[src/rtl/smc_pkg.sv]
// Shared types, constants and a helper function of the soil moisture conditioner.
`timescale 1ns / 1ps

package smc_pkg;

   // Field widths
   localparam int ADC_BITS       = 12;
   localparam int COUNT_BITS     = 32;
   localparam int PCT_BITS       = 7;
   localparam int HUND_BITS      = 14;
   localparam int BIN_BITS       = 2;
   localparam int RAW_SUM_BITS   = 44;
   localparam int MOIST_SUM_BITS = 46;
   localparam int NUM_BITS       = ADC_BITS + HUND_BITS;
   localparam int STEP_BITS      = $clog2(HUND_BITS);
   localparam int CSR_IDX_BITS   = 3;
   localparam int CSR_DATA_BITS  = ADC_BITS;

   // Scaling constants
   localparam logic [HUND_BITS-1:0] FULL_SCALE = HUND_BITS'(10000);
   localparam logic [HUND_BITS-1:0] PCT_SCALE  = HUND_BITS'(100);

   // Bin codes
   localparam logic [BIN_BITS-1:0] BIN_ONE   = BIN_BITS'(1);
   localparam logic [BIN_BITS-1:0] BIN_TWO   = BIN_BITS'(2);
   localparam logic [BIN_BITS-1:0] BIN_THREE = BIN_BITS'(3);

   // Opcodes of an input item
   typedef enum logic {
      OP_SAMPLE = 1'b0,
      OP_CLEAR  = 1'b1
   } opcode_type;

   // Configuration register indexes
   typedef enum logic [CSR_IDX_BITS-1:0] {
      CSR_WET_LEVEL = 3'd0,
      CSR_DRY_LEVEL = 3'd1,
      CSR_BIN_ONE   = 3'd2,
      CSR_BIN_TWO   = 3'd3,
      CSR_BIN_THREE = 3'd4
   } csr_index_type;

   // Sequencer states
   typedef enum logic [1:0] {
      SMC_IDLE,
      SMC_DIVIDE,
      SMC_FINISH
   } state_type;

   // Input item
   typedef struct packed {
      logic                opcode;
      logic [ADC_BITS-1:0] adc_sample;
   } req_type;

   // Result item
   typedef struct packed {
      logic                      sample_ok;
      logic [HUND_BITS-1:0]      moisture_hundredths;
      logic [BIN_BITS-1:0]       bin_index;
      logic [ADC_BITS-1:0]       min_seen;
      logic [ADC_BITS-1:0]       max_seen;
      logic [RAW_SUM_BITS-1:0]   raw_total;
      logic [MOIST_SUM_BITS-1:0] moisture_total;
      logic [COUNT_BITS-1:0]     sample_total;
   } rsp_type;

   // Divider command
   typedef struct packed {
      logic                start;
      logic [NUM_BITS-1:0] numerator;
      logic [ADC_BITS-1:0] divisor;
   } div_ctrl_type;

   // Divider status
   typedef struct packed {
      logic                 done;
      logic [HUND_BITS-1:0] quotient;
   } div_status_type;

   // Distance between a moisture value and a bin level given in percent
   function automatic logic [HUND_BITS-1:0] bin_distance(
      input logic [HUND_BITS-1:0] moist,
      input logic [PCT_BITS-1:0]  pct
   );
      logic [HUND_BITS-1:0] level;
      level = HUND_BITS'(HUND_BITS'(pct) * PCT_SCALE);
      return (moist >= level) ? HUND_BITS'(moist - level) : HUND_BITS'(level - moist);
   endfunction

endpackage

[src/rtl/soil_moisture_conditioner.sv]
// Top level of the soil moisture conditioner: sequencer, statistics and result register.
`timescale 1ns / 1ps

// Converts one 12-bit probe sample at a time into moisture in hundredths of a
// percent, (dry - raw) * 10000 / (dry - wet) truncated and clamped to 0..10000,
// snaps it to the nearest of three bin levels (ties to the lower bin) and keeps
// min, max, raw sum, moisture sum and a saturating count. A sample that needs
// the division goes through the divide state and waits there for the 14 steps
// of the shared subtract-and-compare divider; a clear, a zero sample or a
// sample whose result is fixed by the calibration span goes straight to finish.
// req_stall is high while an item is in work; the result sits in an output
// register, so the next item is taken while rsp_stall holds the previous one.
// Configuration writes are always ready and must only be made while idle.
module soil_moisture_conditioner (
   input  logic                               clock,
   input  logic                               reset,
   input  logic                               req_valid,
   output logic                               req_stall,
   input  smc_pkg::req_type                   req_data,
   output logic                               rsp_valid,
   input  logic                               rsp_stall,
   output smc_pkg::rsp_type                   rsp_data,
   input  logic                               csr_valid,
   output logic                               csr_ready,
   input  logic [smc_pkg::CSR_IDX_BITS-1:0]   csr_index,
   input  logic [smc_pkg::CSR_DATA_BITS-1:0]  csr_wdata
);

   // Configuration registers
   logic [smc_pkg::ADC_BITS-1:0] wet_ff, dry_ff;
   logic [smc_pkg::PCT_BITS-1:0] bin1_ff, bin2_ff, bin3_ff;

   // Sequencer and item registers
   smc_pkg::state_type            state_ff, state_in;
   logic                          op_ff, op_in;
   logic [smc_pkg::ADC_BITS-1:0]  raw_ff, raw_in;
   logic [smc_pkg::HUND_BITS-1:0] moist_ff, moist_in;

   // Statistics
   logic [smc_pkg::ADC_BITS-1:0]       low_ff, low_in;
   logic [smc_pkg::ADC_BITS-1:0]       high_ff, high_in;
   logic [smc_pkg::RAW_SUM_BITS-1:0]   raw_sum_ff, raw_sum_in;
   logic [smc_pkg::MOIST_SUM_BITS-1:0] moist_sum_ff, moist_sum_in;
   logic [smc_pkg::COUNT_BITS-1:0]     count_ff, count_in;
   logic [smc_pkg::BIN_BITS-1:0]       last_bin_ff, last_bin_in;

   // Result register
   logic             rsp_valid_ff, rsp_valid_in;
   smc_pkg::rsp_type rsp_data_ff, rsp_data_in;

   // Divider link
   smc_pkg::div_ctrl_type   div_ctrl;
   smc_pkg::div_status_type div_status;

   // Calibration terms of the incoming sample
   logic [smc_pkg::ADC_BITS-1:0]  span;
   logic [smc_pkg::ADC_BITS-1:0]  diff;
   logic [smc_pkg::NUM_BITS-1:0]  scaled;
   logic                          calib_ok;

   // Bin search on the held moisture value
   logic [smc_pkg::HUND_BITS-1:0] dist1, dist2, dist3, best_dist;
   logic [smc_pkg::BIN_BITS-1:0]  best_bin;

   assign span     = dry_ff - wet_ff;
   assign diff     = dry_ff - req_data.adc_sample;
   assign scaled   = smc_pkg::NUM_BITS'(diff) * smc_pkg::NUM_BITS'(smc_pkg::FULL_SCALE);
   assign calib_ok = (dry_ff > wet_ff) && (req_data.adc_sample < dry_ff);

   // Pick the nearest bin, keep the lower one on a tie
   always_comb begin
      dist1     = smc_pkg::bin_distance(moist_ff, bin1_ff);
      dist2     = smc_pkg::bin_distance(moist_ff, bin2_ff);
      dist3     = smc_pkg::bin_distance(moist_ff, bin3_ff);
      best_bin  = smc_pkg::BIN_ONE;
      best_dist = dist1;
      if (dist2 < best_dist) begin
         best_bin  = smc_pkg::BIN_TWO;
         best_dist = dist2;
      end
      if (dist3 < best_dist) begin
         best_bin = smc_pkg::BIN_THREE;
      end
   end

   smc_divider u_divider (
      .clock      (clock),
      .reset      (reset),
      .div_ctrl   (div_ctrl),
      .div_status (div_status)
   );

   // Sequence one item: take it, divide if needed, then update and post the result
   always_comb begin
      state_in         = state_ff;
      op_in            = op_ff;
      raw_in           = raw_ff;
      moist_in         = moist_ff;
      low_in           = low_ff;
      high_in          = high_ff;
      raw_sum_in       = raw_sum_ff;
      moist_sum_in     = moist_sum_ff;
      count_in         = count_ff;
      last_bin_in      = last_bin_ff;
      rsp_valid_in     = rsp_valid_ff && rsp_stall;
      rsp_data_in      = rsp_data_ff;
      div_ctrl.start     = 1'b0;
      div_ctrl.numerator = scaled;
      div_ctrl.divisor   = span;
      unique case (state_ff)
         smc_pkg::SMC_IDLE: begin
            if (req_valid) begin
               op_in    = req_data.opcode;
               raw_in   = req_data.adc_sample;
               moist_in = '0;
               state_in = smc_pkg::SMC_FINISH;
               if ((req_data.opcode == smc_pkg::OP_SAMPLE) && (req_data.adc_sample != '0)
                   && calib_ok) begin
                  // Below the wet level the quotient always overshoots full scale
                  if (req_data.adc_sample < wet_ff) begin
                     moist_in = smc_pkg::FULL_SCALE;
                  end else begin
                     div_ctrl.start = 1'b1;
                     state_in       = smc_pkg::SMC_DIVIDE;
                  end
               end
            end
         end
         smc_pkg::SMC_DIVIDE: begin
            if (div_status.done) begin
               moist_in = div_status.quotient;
               state_in = smc_pkg::SMC_FINISH;
            end
         end
         smc_pkg::SMC_FINISH: begin
            if (!rsp_valid_ff || !rsp_stall) begin
               rsp_data_in.sample_ok           = 1'b0;
               rsp_data_in.moisture_hundredths = '0;
               if (op_ff == smc_pkg::OP_CLEAR) begin
                  low_in       = '1;
                  high_in      = '0;
                  raw_sum_in   = '0;
                  moist_sum_in = '0;
                  count_in     = '0;
                  last_bin_in  = smc_pkg::BIN_ONE;
                  rsp_data_in.bin_index = smc_pkg::BIN_ONE;
               end else if (raw_ff == '0) begin
                  rsp_data_in.bin_index = last_bin_ff;
               end else begin
                  last_bin_in = best_bin;
                  if (raw_ff < low_ff) begin
                     low_in = raw_ff;
                  end
                  if (raw_ff > high_ff) begin
                     high_in = raw_ff;
                  end
                  // Freeze the sums once the count saturates
                  if (count_ff != '1) begin
                     raw_sum_in   = raw_sum_ff + smc_pkg::RAW_SUM_BITS'(raw_ff);
                     moist_sum_in = moist_sum_ff + smc_pkg::MOIST_SUM_BITS'(moist_ff);
                     count_in     = count_ff + smc_pkg::COUNT_BITS'(1);
                  end
                  rsp_data_in.sample_ok           = 1'b1;
                  rsp_data_in.moisture_hundredths = moist_ff;
                  rsp_data_in.bin_index           = best_bin;
               end
               rsp_data_in.min_seen       = low_in;
               rsp_data_in.max_seen       = high_in;
               rsp_data_in.raw_total      = raw_sum_in;
               rsp_data_in.moisture_total = moist_sum_in;
               rsp_data_in.sample_total   = count_in;
               rsp_valid_in = 1'b1;
               state_in     = smc_pkg::SMC_IDLE;
            end
         end
         default: begin
            state_in = smc_pkg::SMC_IDLE;
         end
      endcase
   end

   // Control and statistics state
   always_ff @(posedge clock) begin
      if (reset) begin
         state_ff     <= smc_pkg::SMC_IDLE;
         rsp_valid_ff <= 1'b0;
         low_ff       <= '1;
         high_ff      <= '0;
         raw_sum_ff   <= '0;
         moist_sum_ff <= '0;
         count_ff     <= '0;
         last_bin_ff  <= smc_pkg::BIN_ONE;
      end else begin
         state_ff     <= state_in;
         rsp_valid_ff <= rsp_valid_in;
         low_ff       <= low_in;
         high_ff      <= high_in;
         raw_sum_ff   <= raw_sum_in;
         moist_sum_ff <= moist_sum_in;
         count_ff     <= count_in;
         last_bin_ff  <= last_bin_in;
      end
   end

   // Item and result payload
   always_ff @(posedge clock) begin
      op_ff       <= op_in;
      raw_ff      <= raw_in;
      moist_ff    <= moist_in;
      rsp_data_ff <= rsp_data_in;
   end

   // Write configuration registers; unknown indexes drop the write
   always_ff @(posedge clock) begin
      if (reset) begin
         wet_ff  <= smc_pkg::ADC_BITS'(280);
         dry_ff  <= smc_pkg::ADC_BITS'(650);
         bin1_ff <= smc_pkg::PCT_BITS'(20);
         bin2_ff <= smc_pkg::PCT_BITS'(40);
         bin3_ff <= smc_pkg::PCT_BITS'(60);
      end else if (csr_valid) begin
         unique case (csr_index)
            smc_pkg::CSR_WET_LEVEL: wet_ff  <= csr_wdata[smc_pkg::ADC_BITS-1:0];
            smc_pkg::CSR_DRY_LEVEL: dry_ff  <= csr_wdata[smc_pkg::ADC_BITS-1:0];
            smc_pkg::CSR_BIN_ONE:   bin1_ff <= csr_wdata[smc_pkg::PCT_BITS-1:0];
            smc_pkg::CSR_BIN_TWO:   bin2_ff <= csr_wdata[smc_pkg::PCT_BITS-1:0];
            smc_pkg::CSR_BIN_THREE: bin3_ff <= csr_wdata[smc_pkg::PCT_BITS-1:0];
            default: begin
            end
         endcase
      end
   end

   assign csr_ready = 1'b1;
   assign req_stall = (state_ff != smc_pkg::SMC_IDLE);
   assign rsp_valid = rsp_valid_ff;
   assign rsp_data  = rsp_data_ff;

   // Moisture never leaves the clamped range
   a_moist_range: assert property (@(posedge clock) disable iff (reset)
      rsp_valid_ff |-> (rsp_data_ff.moisture_hundredths <= smc_pkg::FULL_SCALE))
      else $error("moisture beyond full scale");

   // Empty statistics carry empty sums
   a_empty_sums: assert property (@(posedge clock) disable iff (reset)
      (count_ff == '0) |-> ((raw_sum_ff == '0) && (moist_sum_ff == '0)))
      else $error("sums not empty with zero count");

   // Once any sample counted, min never exceeds max
   a_min_max: assert property (@(posedge clock) disable iff (reset)
      (count_ff != '0) |-> (low_ff <= high_ff))
      else $error("min above max");

   // The divider only reports while the sequencer waits for it
   a_div_done: assert property (@(posedge clock) disable iff (reset)
      div_status.done |-> (state_ff == smc_pkg::SMC_DIVIDE))
      else $error("divider done outside divide state");

endmodule

[src/rtl/smc_divider.sv]
// Iterative restoring divider: one shared subtract and compare per cycle.
`timescale 1ns / 1ps

module smc_divider (
   input  logic                   clock,
   input  logic                   reset,
   input  smc_pkg::div_ctrl_type   div_ctrl,
   output smc_pkg::div_status_type div_status
);

   logic [smc_pkg::NUM_BITS-1:0]  rem_ff, rem_in;
   logic [smc_pkg::NUM_BITS-1:0]  dsh_ff, dsh_in;
   logic [smc_pkg::HUND_BITS-1:0] quo_ff, quo_in;
   logic [smc_pkg::STEP_BITS-1:0] step_ff, step_in;
   logic                          busy_ff, busy_in;
   logic                          done_ff, done_in;
   logic                          fits;

   // Compare the partial remainder with the shifted divisor
   assign fits = (rem_ff >= dsh_ff);

   // Load on start, then retire one quotient bit a cycle, most significant first
   always_comb begin
      rem_in  = rem_ff;
      dsh_in  = dsh_ff;
      quo_in  = quo_ff;
      step_in = step_ff;
      busy_in = busy_ff;
      done_in = 1'b0;
      if (div_ctrl.start) begin
         rem_in  = div_ctrl.numerator;
         dsh_in  = smc_pkg::NUM_BITS'(div_ctrl.divisor) << (smc_pkg::HUND_BITS - 1);
         quo_in  = '0;
         step_in = smc_pkg::STEP_BITS'(smc_pkg::HUND_BITS - 1);
         busy_in = 1'b1;
      end else if (busy_ff) begin
         if (fits) begin
            rem_in = rem_ff - dsh_ff;
         end
         quo_in = {quo_ff[smc_pkg::HUND_BITS-2:0], fits};
         dsh_in = dsh_ff >> 1;
         if (step_ff == '0) begin
            busy_in = 1'b0;
            done_in = 1'b1;
         end else begin
            step_in = step_ff - smc_pkg::STEP_BITS'(1);
         end
      end
   end

   // Control state
   always_ff @(posedge clock) begin
      if (reset) begin
         busy_ff <= 1'b0;
         done_ff <= 1'b0;
      end else begin
         busy_ff <= busy_in;
         done_ff <= done_in;
      end
   end

   // Datapath
   always_ff @(posedge clock) begin
      rem_ff  <= rem_in;
      dsh_ff  <= dsh_in;
      quo_ff  <= quo_in;
      step_ff <= step_in;
   end

   assign div_status.done     = done_ff;
   assign div_status.quotient = quo_ff;

endmodule

[config.mk]
export PLATFORM = sky130hd
export DESIGN_NAME = soil_moisture_conditioner
export DESIGN_NICKNAME = d
export VERILOG_FILES = /design/src/rtl/smc_pkg.sv /design/src/rtl/soil_moisture_conditioner.sv /design/src/rtl/smc_divider.sv
export SDC_FILE = /design/constraint.sdc
export NUM_CORES = 1
export LEC_CHECK = 0
export BUFFER_PORTS_ARGS = -buffer_cell sky130_fd_sc_hd__buf_2
export CAP_MARGIN = 25
export CORE_MARGIN = 1.5
export CORE_UTILIZATION = 45
export DETAILED_ROUTE_END_ITERATION = 10
export PLACE_DENSITY = 0.7
export SLEW_MARGIN = 0
export SYNTH_ARGS = -nofsm -noshare
export SYNTH_HDL_FRONTEND = slang
export SYNTH_SLANG_ARGS = --single-unit
[constraint.sdc]
create_clock -name clock -period 8.7 [get_ports clock]
set_input_delay 1.305 -clock clock [delete_from_list [all_inputs] [get_ports clock]]
set_output_delay 1.305 -clock clock [all_outputs]
set_load 0.005 [all_outputs]
==> results of run 1 <==
[layout make-up]
cell class                      count  share of cell area (%)
Clock buffer                       58                    3.93
Inverter                          264                    2.89
Multi-Input combinational cell   2542                    51.5
Tap cell                          873                    3.16
Timing Repair Buffer              241                    4.02
Clock inverter                     42                    1.49
Sequential cell                   457                    33.0
[Yosys cell counts, drive strengths merged, types with 27 or more instances]
cell type,number
mux2i,63
and3,39
fa,37
a21oi,317
nor2,327
a22oi,27
nand3,56
a21o,86
edfxtp,224
xor2,99
nand4,42
dfxtp,233
buf,40
o21ai,170
or3,48
and2,27
nor3,72
inv,264
o31ai,27
a31oi,32
ha,341
nand2,324
clkbuf,107
xnor2,125
[state kept, by name, indices dropped and copies added (netlist names), 14 cells and up]
name and cells:
u_divider.rem_ff 26, u_divider.dsh_ff 25, moist_ff 14, moist_sum_ff 46
u_divider.quo_ff 14, count_ff 32, raw_sum_ff 44, rsp_data 163
[per-layer routing]
metal | vias up | GRT usage, % | share of wire [%]
li1 | 12400 | - | -
met1 | 11800 | 31.3 | 46
met2 | 671 | 36.2 | 45
met3 | 125 | 3.07 | 5.7
met4 | 0 | 7.36 | 3.0
met5 | - | 0 | 0
[tightest hold or removal path, cell delays in order (launching register included)]
cell and delay [ps]:
dfxtp_1 300, nand2_1 50, a21oi_1 50
[how the worst min path moves through the flow]
stage               cells after the start  startpoint  slack, ps    endpoint
floorplan                               2   dry_ff[0]        440   dry_ff[0]
global placement                        2   wet_ff[9]        440   wet_ff[9]
detailed placement                      2  wet_ff[11]        450  wet_ff[11]
CTS                                     2  wet_ff[11]        460  wet_ff[11]
global route                            2   dry_ff[0]        480   dry_ff[0]
finish                                  2   wet_ff[6]        460   wet_ff[6]
[metrics by stage]
step / total power, mW / worst slack [ps] / TNS (ps)
3_5_place_dp: 5.64 / 94.5 / 0
6_report: 8.07 / 491 / 0
5_1_grt: 8.68 / -1.16 / -1.16
4_1_cts: 8.08 / 114 / 0
3_3_place_gp: 5.61 / 229 / 0
2_1_floorplan: 4.95 / 500 / 0
[cell families (layout without fill, tap and decap cells)]
family / after synthesis / count (layout) / synth area share, %
compound gates: 831 / 831 / 17.0
xor+xnor: 224 / 224 / 6.39
fa+ha+maj: 378 / 378 / 16.3
buf+inv: 411 / 605 / 5.16
flops: 457 / 457 / 37.1
mux: 69 / 69 / 2.29
other cells: 1 / 1 / 0.0122
simple gates: 1039 / 1039 / 15.7
[power groups by stage]
stage,sequential (mW),clock (mW),combinational [mW]
after detailed placement,2.58,0,3.07
after floorplan,2.55,0,2.40
after global placement,2.58,0,3.04
after CTS,2.53,2.44,3.11
after global routing,2.55,2.52,3.61
final,2.53,2.39,3.15
[what timing repair did]
action | CTS | global route
setup buffers | 0 | 6
resized for setup | 0 | 13
hold endpoints to repair | 0 | 0
setup endpoints to repair | 0 | 4
==> qor.yml, run 1 <==
setup_path:
  cp.arrival_ps: 8650
  crit_end: "rsp_data[147]"
  criticalPathCategory: "reg -> reg"
  rr_worst_depth: 36
  path_max_fanout: 6
  cp-end-kind: "flop"
  critPathLaunchType: "flop"
  rr_startpoint: "bin1_ff[2]"
  cp_num_buf_inv: 1
  cpMostUsedCell: "ha_1"
  timing.critical_path.from: "bin1_ff[2]"
  critical_path.max_stage_delay_ps: 460
  critical_path_depth: 36
  crit_family: "compound AO/OA/AOI/OAI gates"
  cp_slowest_cell: "fa_1"
  rrSetupSlack_ps: 490
  required_ps: 9140
  r2r-end: "rsp_data[147]"
yosys:
  ys_ff_latch: 457
  synth_nets: 3821
  synth_top_area_share_pct: 21.9
  avgSynthCellArea_sq_um: 9.00
  yosysSeqAreaShare_pct: 37.1
  async_reset_ff_share_pct: 0
  ys_warn_count: 0
  synthFlopType: "dfxtp_1"
  syn_area_sq_mm: 0.0307
  synth.top_cells.by_area: "edfxtp_1, dfxtp_1, ha_1"
  synth_area_leader_cell: "edfxtp_1"
  synth_cell_type_count: 94
  synth_edf_count: 224
  syn-instance-count: 3410
sta:
  min_period_over_period_pct: 94.4
  final_max_slew_viol_count: 0
  max_slew_margin_pct: 34.1
  worstMarginPinSlew_ps: 985
  fin_hold_ws_ps: 456
  hold_viol_final: 0
  finalSetupViolations: 0
  finalClockSkew_ps: 49.3
  fmax_mhz: 122
  period_minus_slack_ps: 8210
floorplan:
  dieArea_sq_mm: 0.0698
  rows: 95
  initial_core_util_pct: 45.6
  core_sq_mm: 0.0673
  die_y_microns: 264
  die_w_microns: 264
  io_pins: 199
drt:
  drt_iter0_markers: 2012
  vias: 24900
  wl_per_cell_microns: 17.9
  viasPerCell: 5.57
  routed_wl_microns: 80300
  firstDrtPassIters: 6
  drc: 0
  drtAntennaViolNets: 0
layout:
  drive_above_1_share_pct: 11.0
  area_growth_syn_to_layout_pct: 12.5
  layoutNonFillerInstCount: 4477
  fillers: 6249
  multi_input_area_sq_mm: 0.0178
  diodes: 0
  nNetsFinal: 3970
  regArea_sq_mm: 0.0114
  layout_common_cells: "ha_1, nor2_1, nand2_1"
  post-route-util_pct: 51.3
  fin_area_sq_mm: 0.0345
  final_common_cell: "ha_1"
power_and_ir_drop:
  clock_power_share_pct: 29.6
  swShare_pct: 35.6
  combinationalPowerShare_pct: 39.0
  powerDensity_mw_per_mm2: 234
  p_sw_mw: 2.87
  intPower_mw: 5.20
  seqPwrFrac_pct: 31.4
  p_leak_nw: 14.7
  ir_drop_v: 0.000187
flow_run:
  max_cap_viol_count: 0
clock_network:
  numClockSinks: 457
  clk_latency_ps: 630
  htreeDepth: 2
  clockBufferDepth: 3
  clk_pin_slew_worst_paths_ps: 60
  numCtsBuffers: 53
  cts_root_buf: "clkbuf_16"
  holdBufCountCts: 0
  cts_tree: "yes"
status:
  status: "complete, no violations"
place:
  dp_hpwl_microns: 58600
  place_inst: 4369
  portBuffers: 197
  gp_congestion: 0.931
  dpl_cell_area_sq_mm: 0.0325
global_routing:
  grt_util_all_layers_pct: 22.6
  grt_antenna_before_repair: 4
  grt_pass1_vias: 23500
  grt_overflow: 0
  grt_pass1_wl_microns: 127000
  grt_max_degree: 129
worst_hold_path:
  min_path_type: "reg -> reg"
Note: power is estimated with default switching activity, not from simulation.
==> run 2: changes to the inputs <==
Settings changed: ABC_AREA set to 1, PLACE_DENSITY 0.7 to 0.69.
==> run 2 against run 1 <==
- via count increased by 7.0%
- design area increased by 0.97%
- largest cell class unchanged
- synthesized area increased by 1.5%
- first-iteration DRC count increased by 13%
- critical path depth increased by 6
- clock power about the same
==> qor.yml, run 2 <==
status:
  status: "complete, no violations"
drt:
  viasPerCell: 5.28  # -5.3%
  drc: 0  # unchanged
  wl_per_cell_microns: 17.0  # -5.0%
  firstDrtPassIters: 7  # +1
  drt_iter0_markers: 2274  # +13%
  drtAntennaViolNets: 0  # unchanged
  vias: 26700  # +7.0%
  routed_wl_microns: 86200  # +7.4%
clock_network:
  holdBufCountCts: 0  # unchanged
  postCtsSetupRepairBufs: 0  # unchanged
  ctsResizeCount: 0  # unchanged
  htreeDepth: 2  # unchanged
  clk_latency_ps: 650  # +20 ps
  clockBufferDepth: 3  # unchanged
  numCtsBuffers: 51  # -3.8%
  clk_pin_slew_worst_paths_ps: 70  # about the same
  numClockSinks: 457  # unchanged
  cts_tree: "yes"
  cts_root_buf: "clkbuf_16"
worst_hold_path:
  min_path_type: "reg -> reg"
yosys:
  synth_compound_area_share_pct: 15.6  # -1.3 points
  synthTopCellsByCount: "nand2_1, inv_1, a21oi_1"
  syn-instance-count: 3932  # +15%
  synth_top_family_by_area: "simple AND/OR/NAND/NOR gates"
  synth_area_leader_cell: "edfxtp_1"
  synth_top_area_share_pct: 21.6  # -0.33 points
  synth_mux_area_share_pct: 0.0643  # -2.2 points
  async_reset_ff_share_pct: 0  # unchanged
  synth.top_cells.by_area: "edfxtp_1, dfxtp_1, ha_1"
  avgSynthCellArea_sq_um: 7.92  # -12%
  yosysSeqAreaShare_pct: 36.6  # -0.55 points
  synth.most_common_cell: "nand2_1"
  ys_warn_count: 0  # unchanged
  synthSimpleGateAreaFrac_pct: 18.9  # +3.1 points
  synth-adder-area-share_pct: 16.1  # -0.24 points
  synthFlopType: "dfxtp_1"
  ys_ff_latch: 457  # unchanged
  synth_edf_count: 224  # unchanged
  synth_xor_area_share_pct: 3.80  # -2.6 points
  synth_nets: 4343  # +14%
  syn_area_sq_mm: 0.0311  # +1.5%
  synth_cell_type_count: 75  # -20%
floorplan:
  dieArea_sq_mm: 0.0708  # +1.5%
  die_w_microns: 266  # +0.74%
  core_sq_mm: 0.0686  # +1.9%
  rows: 96  # +1.1%
  die_y_microns: 266  # +0.74%
  initial_core_util_pct: 45.4  # -0.20 points
  io_pins: 199  # unchanged
setup_path:
  cp_slowest_cell: "fa_1"
  path_max_fanout: 25  # +19
  criticalPathCategory: "reg -> reg"
  cpMostUsedCell: "nand2_1"
  critPathLaunchType: "flop"
  required_ps: 9240  # +100 ps
  cp-end-kind: "flop"
  critical_path.max_stage_delay_ps: 470  # about the same
  cp.arrival_ps: 8470  # -180 ps
place:
  dp_hpwl_microns: 64400  # +9.9%
  portBuffers: 197  # unchanged
  dp_slack_ps: 608  # +513 ps
  gp_congestion: 0.972  # +4.3%
layout:
  layout_common_cells: "nand2_1, inv_1, a21oi_1"
  diodes: 0  # unchanged
  area_growth_syn_to_layout_pct: 11.9
  largest_register_ff_count: 163  # unchanged
  fillers: 6501  # +4.0%
  drive_above_1_share_pct: 9.48  # -1.5 points
  final_common_cell: "nand2_1"
  nNetsFinal: 4494  # +13%
  post-route-util_pct: 50.8  # -0.49 points
sta:
  worstMarginPinSlew_ps: 1080  # +98.7 ps
  fin_hold_ws_ps: 478  # +22.8 ps
  hold_viol_final: 0  # unchanged
  rsz0062_at_grt: "no"
  max_slew_margin_pct: 27.8  # -6.3 points
  fin_ws_ps: 776  # +285 ps
  fmax_mhz: 126  # +3.6%
  finalSetupViolations: 0  # unchanged
  finalClockSkew_ps: 54.7  # +5.38 ps
  final_max_slew_viol_count: 0  # unchanged
  finalSetupTns_ps: 0  # unchanged
  period_minus_slack_ps: 7920  # -285 ps
  min_period_over_period_pct: 91.1  # -3.3 points
global_routing:
  grt_pass1_wl_microns: 134000  # +5.8%
  grt_antenna_before_repair: 1  # -3
  grt_max_degree: 207  # +60%
  grt_pass1_vias: 24800  # +5.5%
  grt_overflow: 0  # unchanged
  grt_util_all_layers_pct: 23.9  # +1.4 points
flow_run:
  max_cap_viol_count: 0  # unchanged
power_and_ir_drop:
  ir_drop_v: 0.000426  # +130%
  powerDensity_mw_per_mm2: 236  # +1.0%
  p_leak_nw: 16.1  # +9.4%
## run 2: power breakdown
part | switching (mW) | internal, mW
Sequential | 0.103 | 2.41
Combinational | 2.10 | 1.25
Clock | 0.989 | 1.39
## run 2: worst paths after layout
path	from	endpoint	slack (ps)	cells past startpoint
worst max-delay path	bin1_ff[2]	last_bin_ff[0]	780	42
worst min-delay path	last_bin_ff[0]	last_bin_ff[0]	480	2
worst max register to register	bin1_ff[2]	last_bin_ff[0]	780	42
worst min register to register	last_bin_ff[0]	last_bin_ff[0]	480	2
## run 2: worst max-delay path: cells and delay by family (launching register included)
family | cells | cell delay (ps)
AO/OA/AOI/OAI | 17 | 2900
adder cells (fa/ha/maj) | 7 | 2320
AND/OR/NAND/NOR | 14 | 1550
XOR/XNOR | 2 | 390
buffers and inverters | 2 | 350
flip-flops | 1 | 340
## run 2: cells by family (layout without fill, tap and decap cells)
group,Yosys count,in the layout
xor+xnor,135,135
flops,457,457
fa+ha+maj,378,378
other cells,1,1
buf+inv,727,921
mux,2,2
simple gates,1355,1355
compound gates,877,877
## run 2: metrics by stage
| stage | cell area (sq um) | power (mW) | instances |
|---|---|---|---|
| floorplan | 31100 | 5.02 | 3932 |
| global route | 34800 | 8.85 | 5057 |
| CTS | 34800 | 8.26 | 5055 |
| global placement | 32900 | 5.82 | 4958 |
| detailed placement | 32900 | 5.86 | 4959 |
| finish | 34800 | 8.23 | 5057 |
## run 2: area by class of cell
| cell class | instances | area (sq um) | share of cell area, % |
|---|---|---|---|
| clock buffers | 58 | 1350 | 3.88 |
| clock inverters | 38 | 526 | 1.51 |
| inverters | 613 | 2310 | 6.63 |
| multi-input cells | 2748 | 17000 | 48.7 |
| flip-flops and latches | 457 | 11400 | 32.7 |
| well taps | 931 | 1160 | 3.34 |
| repair buffers | 212 | 1130 | 3.25 |
## run 2: layer usage
metal	part of all wire, %	track usage, %
met1	45	32.2
met4	3.5	8.29
met3	6.1	3.38
met5	0.016	0
met2	46	39.3
